## src/rtl/core/swsa_pkg.sv

```systemverilog
// ----------------------------------------------------------------------------
// swsa_pkg: shared types and constants
// Fixed-point widths, mode codes, item structs and the arctangent table for
// the six-wheel steering angle pipeline.
// ----------------------------------------------------------------------------
package swsa_pkg;

   localparam int FRAC_BITS    = 12;
   localparam int CORDIC_STEPS = 16;

   localparam int NUM_W  = 16 + FRAC_BITS;   // dividend and radius width
   localparam int REM_W  = 17;               // partial remainder width
   localparam int CW     = FRAC_BITS + 20;   // CORDIC x/y width (signed)
   localparam int ZW     = 34;               // CORDIC angle width (signed)
   localparam int PROD_W = 45;               // 32-bit angle times 13-bit scale
   localparam int LANES  = 6;

   localparam logic [12:0] CENTER      = 13'd3073;
   localparam logic [12:0] FULL_COUNTS = 13'd6146;

   localparam logic [ZW-1:0] QUARTER_TURN = ZW'(34'h0_4000_0000);
   localparam logic [ZW-1:0] HALF_TURN    = ZW'(34'h0_8000_0000);

   localparam int T1 = ((1 << FRAC_BITS) + 50) / 100;
   localparam int T3 = (3 * (1 << FRAC_BITS) + 50) / 100;

   localparam logic [15:0] RST_FRONT  = 16'((54 * (1 << FRAC_BITS) + 50) / 100);
   localparam logic [15:0] RST_MIDDLE = 16'((4 * (1 << FRAC_BITS) + 50) / 100);
   localparam logic [15:0] RST_REAR   = 16'((29 * (1 << FRAC_BITS) + 50) / 100);
   localparam logic [15:0] RST_AXLE   = 16'((40 * (1 << FRAC_BITS) + 50) / 100);

   localparam logic [1:0] CSR_FRONT  = 2'd0;
   localparam logic [1:0] CSR_MIDDLE = 2'd1;
   localparam logic [1:0] CSR_REAR   = 2'd2;
   localparam logic [1:0] CSR_AXLE   = 2'd3;

   typedef enum logic [1:0] {
      MODE_STRAIGHT = 2'd0,
      MODE_RIGHT    = 2'd1,
      MODE_LEFT     = 2'd2,
      MODE_SPIN     = 2'd3
   } swsa_mode_type;

   typedef struct packed {
      logic signed [15:0] linear_speed;
      logic signed [15:0] yaw_rate;
   } swsa_req_type;

   typedef struct packed {
      logic [12:0] pos_front_a;
      logic [12:0] pos_front_b;
      logic [12:0] pos_middle_a;
      logic [12:0] pos_middle_b;
      logic [12:0] pos_rear_a;
      logic [12:0] pos_rear_b;
      logic [1:0]  steer_mode;
   } swsa_rsp_type;

   typedef struct packed {
      logic              valid;
      logic [15:0]       yaw;
      logic              yzero;
      logic [REM_W-1:0]  rem;
      logic [NUM_W-1:0]  num;
      logic [NUM_W-1:0]  quo;
      logic [15:0]       den;
   } swsa_div_type;

   typedef struct packed {
      logic                       valid;
      swsa_mode_type              mode;
      logic [LANES-1:0][CW-1:0]   x;
      logic [LANES-1:0][CW-1:0]   y;
      logic [LANES-1:0][ZW-1:0]   z;
   } swsa_cordic_type;

   typedef struct packed {
      logic                         valid;
      swsa_mode_type                mode;
      logic [LANES-1:0][PROD_W-1:0] prod;
   } swsa_post_type;

   // atan(2^-i) as a binary angle, 2^32 = full turn
   function automatic logic [31:0] swsa_atan(input logic [4:0] idx);
      logic [31:0] v;
      case (idx)
         5'd0:  v = 32'h20000000;
         5'd1:  v = 32'h12E4051E;
         5'd2:  v = 32'h09FB385B;
         5'd3:  v = 32'h051111D4;
         5'd4:  v = 32'h028B0D43;
         5'd5:  v = 32'h0145D7E1;
         5'd6:  v = 32'h00A2F61E;
         5'd7:  v = 32'h00517C55;
         5'd8:  v = 32'h0028BE53;
         5'd9:  v = 32'h00145F2F;
         5'd10: v = 32'h000A2F98;
         5'd11: v = 32'h000517CC;
         5'd12: v = 32'h00028BE6;
         5'd13: v = 32'h000145F3;
         5'd14: v = 32'h0000A2F9;
         5'd15: v = 32'h0000517C;
         5'd16: v = 32'h000028BE;
         5'd17: v = 32'h0000145F;
         5'd18: v = 32'h00000A2F;
         5'd19: v = 32'h00000517;
         5'd20: v = 32'h0000028B;
         5'd21: v = 32'h00000145;
         5'd22: v = 32'h000000A2;
         5'd23: v = 32'h00000051;
         default: v = 32'h0;
      endcase
      return v;
   endfunction

endpackage

```

## src/rtl/core/swsa_div_cell.sv

```systemverilog
// ----------------------------------------------------------------------------
// swsa_div_cell: one restoring division step
// Shifts in one dividend bit, subtracts the divisor when it fits and
// registers one quotient bit for the next cell.
// ----------------------------------------------------------------------------
module swsa_div_cell
   import swsa_pkg::*;
(
   input  logic         clock,
   input  logic         reset,
   input  logic         en,
   input  swsa_div_type din,
   output swsa_div_type dout
);

   swsa_div_type dout_ff, dout_in;
   logic [REM_W-1:0] rem2;
   logic             ge;

   always_comb begin
      rem2    = {din.rem[REM_W-2:0], din.num[NUM_W-1]};
      ge      = rem2 >= REM_W'(din.den);
      dout_in = din;
      dout_in.rem = ge ? rem2 - REM_W'(din.den) : rem2;
      dout_in.num = {din.num[NUM_W-2:0], 1'b0};
      dout_in.quo = {din.quo[NUM_W-2:0], ge};
   end

   always_ff @(posedge clock) begin
      if (reset) begin
         dout_ff.valid <= 1'b0;
      end else if (en) begin
         dout_ff <= dout_in;
      end
   end

   assign dout = dout_ff;

endmodule

```

## config.mk

```make
export PLATFORM = sky130hd
export DESIGN_NAME = swsa_div_cell
export DESIGN_NICKNAME = d
export VERILOG_FILES = /design/src/rtl/core/swsa_pkg.sv /design/src/rtl/core/swsa_div_cell.sv
export SDC_FILE = /design/constraint.sdc
export NUM_CORES = 1
export LEC_CHECK = 0
export ABC_AREA = 1
export BUFFER_PORTS_ARGS = -buffer_cell sky130_fd_sc_hd__buf_2
export CORE_MARGIN = 4
export CORE_UTILIZATION = 45
export DETAILED_ROUTE_END_ITERATION = 6
export PLACE_DENSITY_LB_ADDON = 0.12
export SYNTH_ARGS = -nofsm -noshare
export SYNTH_HDL_FRONTEND = slang
export SYNTH_SLANG_ARGS = --single-unit
```

## constraint.sdc

```tcl
create_clock -name clock -period 6.82 [get_ports clock]
set_input_delay 1.364 -clock clock [delete_from_list [all_inputs] [get_ports clock]]
set_output_delay 1.364 -clock clock [all_outputs]
set_load 0.02 [all_outputs]
```

==> run_summary.xml <==
<?xml version="1.0" encoding="UTF-8"?>
<metrics>
  <group name="critical_path">
    <metric name="crit_required" unit="ns">7.05</metric>
    <metric name="critical-path-max-stage-delay" unit="ns">0.53</metric>
    <metric name="crit_family" unit="">simple AND/OR/NAND/NOR gates</metric>
    <metric name="ff2ff_path_depth" unit="">2</metric>
    <metric name="worstPathCellList" unit="">buf_2 -&gt; inv_1 -&gt; ha_1 -&gt; nand2_1 -&gt; nor2_1 -&gt; nand4_2 -&gt; nand3_4 -&gt; nand2_1 -&gt; nand2_1</metric>
    <metric name="path_class" unit="">primary input to register</metric>
    <metric name="critPathMostFrequentCell" unit="">sky130_fd_sc_hd__nand2_1</metric>
    <metric name="critical_path_arrival" unit="ns">3.39</metric>
    <metric name="critical_path_peak_fanout" unit="">18</metric>
    <metric name="critical_path.n_buffers_inverters" unit="">2</metric>
    <metric name="endpoint_kind" unit="">register</metric>
    <metric name="crit_cells" unit="">9</metric>
    <metric name="critical-path-slowest-cell" unit="">sky130_fd_sc_hd__nand4_2</metric>
    <metric name="launching_element_type_of_the_critical_path" unit="">primary input</metric>
  </group>
  <group name="synthesis">
    <metric name="synth_edf_count" unit="">105</metric>
    <metric name="net_count_synth" unit="">537</metric>
    <metric name="asyncSetResetFlopFracSynth" unit="%">0</metric>
    <metric name="synth_ff_type" unit="">sky130_fd_sc_hd__edfxtp_1</metric>
    <metric name="synth-seq-cells" unit="">106</metric>
    <metric name="ys_warn_count" unit="">0</metric>
    <metric name="yosys_cell_types" unit="">27</metric>
    <metric name="post_synth_inst_count" unit="">410</metric>
    <metric name="syn-cell-area" unit="mm²">0.004663</metric>
    <metric name="post_synth.cell_area_avg" unit="µm²">11.37</metric>
    <metric name="synth-seq-area-share" unit="%">68.04</metric>
  </group>
  <group name="drt">
    <metric name="detailed_routing_iteration_count_for_the_pre_antenna_repair_pass" unit="">7</metric>
    <metric name="drtIter0Drc" unit="">143</metric>
    <metric name="drt_wl_total" unit="mm">11.99</metric>
    <metric name="met3_length" unit="mm">1.048</metric>
    <metric name="drt-met1-wl" unit="mm">4.506</metric>
    <metric name="vias" unit="">3598</metric>
    <metric name="via_per_inst" unit="">4.679</metric>
    <metric name="final_antenna_net_count" unit="">0</metric>
    <metric name="met2_wirelength" unit="mm">6.227</metric>
    <metric name="detail_route.wl_per_cell" unit="µm">15.59</metric>
    <metric name="final_routed_drc_violation_total" unit="">0</metric>
    <metric name="topRoutingLayerUsed" unit="">met4</metric>
  </group>
  <group name="place">
    <metric name="numPortBuffers" unit="">213</metric>
    <metric name="placed_area" unit="mm²">0.005881</metric>
    <metric name="gp_routability_congestion" unit="">0.8709</metric>
    <metric name="place_hpwl" unit="mm">9.417</metric>
  </group>
  <group name="floorplan">
    <metric name="core_region_area" unit="mm²">0.009910</metric>
    <metric name="die_y" unit="µm">109.8</metric>
    <metric name="die-area" unit="mm²">0.01205</metric>
    <metric name="floorplan.initialDensity" unit="%">47.06</metric>
    <metric name="die_x" unit="µm">109.8</metric>
    <metric name="num_io_pins" unit="">217</metric>
    <metric name="placementRows" unit="">36</metric>
  </group>
  <group name="clock_tree">
    <metric name="cts_setup_buffers" unit="">0</metric>
    <metric name="cts_tree" unit="">done</metric>
    <metric name="worst_setup_hold_path_clk_slew" unit="ns">0.11</metric>
    <metric name="clk_path_buf_depth" unit="">2</metric>
    <metric name="cts_max_level" unit="">3</metric>
    <metric name="ctsResizeCount" unit="">0</metric>
    <metric name="cts_num_sinks" unit="">106</metric>
    <metric name="root_buffer" unit="">sky130_fd_sc_hd__clkbuf_8</metric>
    <metric name="clk_latency_worst_skew_pair" unit="ns">0.36</metric>
    <metric name="cts.hold.buffers_added" unit="">0</metric>
    <metric name="cts_inserted_buffers" unit="">9</metric>
  </group>
  <group name="grt">
    <metric name="residual_overflow_from_global_routing" unit="">0</metric>
    <metric name="grt_pass1_vias" unit="">3551</metric>
    <metric name="global_route.usage.total" unit="%">19.63</metric>
    <metric name="grt_pass1_wl" unit="mm">17.71</metric>
    <metric name="antenna_found_initial" unit="">1</metric>
    <metric name="grt_start_max_net_pins" unit="">88</metric>
  </group>
  <group name="final_layout">
    <metric name="postLayoutCoreUtil" unit="%">61.15</metric>
    <metric name="synthToLayoutAreaGrowth" unit="%">29.94</metric>
    <metric name="design.final.nets" unit="">757</metric>
    <metric name="drive_gt1_share" unit="%">37.32</metric>
    <metric name="final_area" unit="mm²">0.006060</metric>
    <metric name="flip_flop_count_of_the_largest_register_after_layout" unit="">106</metric>
  </group>
  <group name="status">
    <metric name="outcome" unit="">finished, final reports clean</metric>
  </group>
  <group name="sta">
    <metric name="fmax" unit="MHz">316.4</metric>
    <metric name="setup_viol" unit="">0</metric>
    <metric name="worst_pin_slew" unit="ns">1.068</metric>
    <metric name="finalCritPeriodShare" unit="%">46.34</metric>
    <metric name="finClkSkew" unit="ns">0</metric>
    <metric name="setup_repair_after_global_routing_missed_its_margin" unit="">no</metric>
    <metric name="finalHoldViolations" unit="">0</metric>
    <metric name="setup_total_negative_slack" unit="ns">0</metric>
    <metric name="min_period" unit="ns">3.160</metric>
    <metric name="max_slew_margin" unit="%">28.83</metric>
    <metric name="maxSlewViolCount" unit="">0</metric>
  </group>
  <group name="power">
    <metric name="pwr_cell_area" unit="mW/mm²">233.4</metric>
    <metric name="power_leakage" unit="nW">2.955</metric>
    <metric name="worst_ir_drop_vdd" unit="mV">0.1006</metric>
  </group>
  <group name="flow_run">
    <metric name="cap_violations" unit="">0</metric>
  </group>
  <group name="hold_path">
    <metric name="timing.hold.worst_path_depth" unit="">2</metric>
    <metric name="timing.hold.worst.class" unit="">register to register</metric>
  </group>
</metrics>
[through the flow]
stage               hold slack [ns]  worst slack, ns  std cells  total power, mW
floorplan                    0.5295           0.4228        410           0.9735
global placement             0.4432            3.296        752            1.070
detailed placement           0.4569            3.296        752            1.076
CTS                          0.4731            3.676        768            1.430
global route                 0.4813            3.467        769            1.496
finish                       0.4746            3.660        769            1.415
[synth_stat cells, drive strengths merged (2+ instances only)]
library cell / instances / area share [%]
nor3: 3 / 0.56
nand3: 14 / 1.8
nand4: 21 / 3.0
edfxtp: 105 / 68
o21ai: 2 / 0.21
ha: 16 / 4.3
nand2: 132 / 11
inv: 70 / 5.6
and2: 3 / 0.40
a21oi: 11 / 1.3
nor2: 15 / 1.2
buf: 5 / 0.72
xor2: 6 / 1.1
[kinds of logic after synthesis]
family          share of synthesized area [%]
simple gates                            17.92
flops                                   68.04
buf+inv                                 6.439
fa+ha+maj                               4.722
compound gates                          1.476
xor+xnor                                1.315
other cells                           0.08042
[metal layers]
layer	global-route usage, %	vias to the layer above
li1	-	1800
met1	21.99	1643
met2	35.36	139
met3	6.518	16
met4	5.699	0
met5	0	-
[placed cells by master, fill, tap and decap left out, types with 2 or more instances in the layout]
cell	n
sky130_fd_sc_hd__inv_1	70
sky130_fd_sc_hd__edfxtp_1	105
sky130_fd_sc_hd__and2_1	3
sky130_fd_sc_hd__buf_2	213
sky130_fd_sc_hd__ha_1	16
sky130_fd_sc_hd__buf_4	2
sky130_fd_sc_hd__xor2_1	6
sky130_fd_sc_hd__nor2_1	14
sky130_fd_sc_hd__clkinv_4	2
sky130_fd_sc_hd__nand2_2	2
sky130_fd_sc_hd__nand3_1	13
sky130_fd_sc_hd__nand4_1	20
sky130_fd_sc_hd__nor3_1	2
sky130_fd_sc_hd__clkbuf_8	9
sky130_fd_sc_hd__a21oi_1	10
sky130_fd_sc_hd__o21ai_0	2
sky130_fd_sc_hd__nand2_1	130
[worst paths after layout]
path | start | end | slack, ns
worst max-delay path | din[10] | dout[80]$_DFFE_PP_ | 3.66
worst min-delay path | dout[106]$_SDFFE_PP0P_ | dout[106]$_SDFFE_PP0P_ | 0.47
worst max register to register | dout[106]$_SDFFE_PP0P_ | dout[106]$_SDFFE_PP0P_ | 6.24
worst min register to register | dout[106]$_SDFFE_PP0P_ | dout[106]$_SDFFE_PP0P_ | 0.47
[cell type report]
type	instances	area, µm²
Multi-Input combinational cell	228	1197
Inverter	70	262.8
Timing Repair Buffer	215	1081
Antenna cell	1	2.502
Fill cell	843	3850
Tap cell	133	166.4
Sequential cell	106	3173
Clock buffer	10	127.6
Clock inverter	6	48.80
[power breakdown]
group	internal, mW	leakage, nW	switching [mW]
sequential	0.772	0.991	0.0101
combinational	0.0953	1.88	0.180
clock	0.137	0.0864	0.219
[worst reg2reg max path, cell delays in order, from the launching register on]
cell and delay, ns:
sky130_fd_sc_hd__dfxtp_1 0.35, sky130_fd_sc_hd__nand2_1 0.05, sky130_fd_sc_hd__a21oi_1 0.12
No activity file was read; power rests on OpenSTA's default activity.
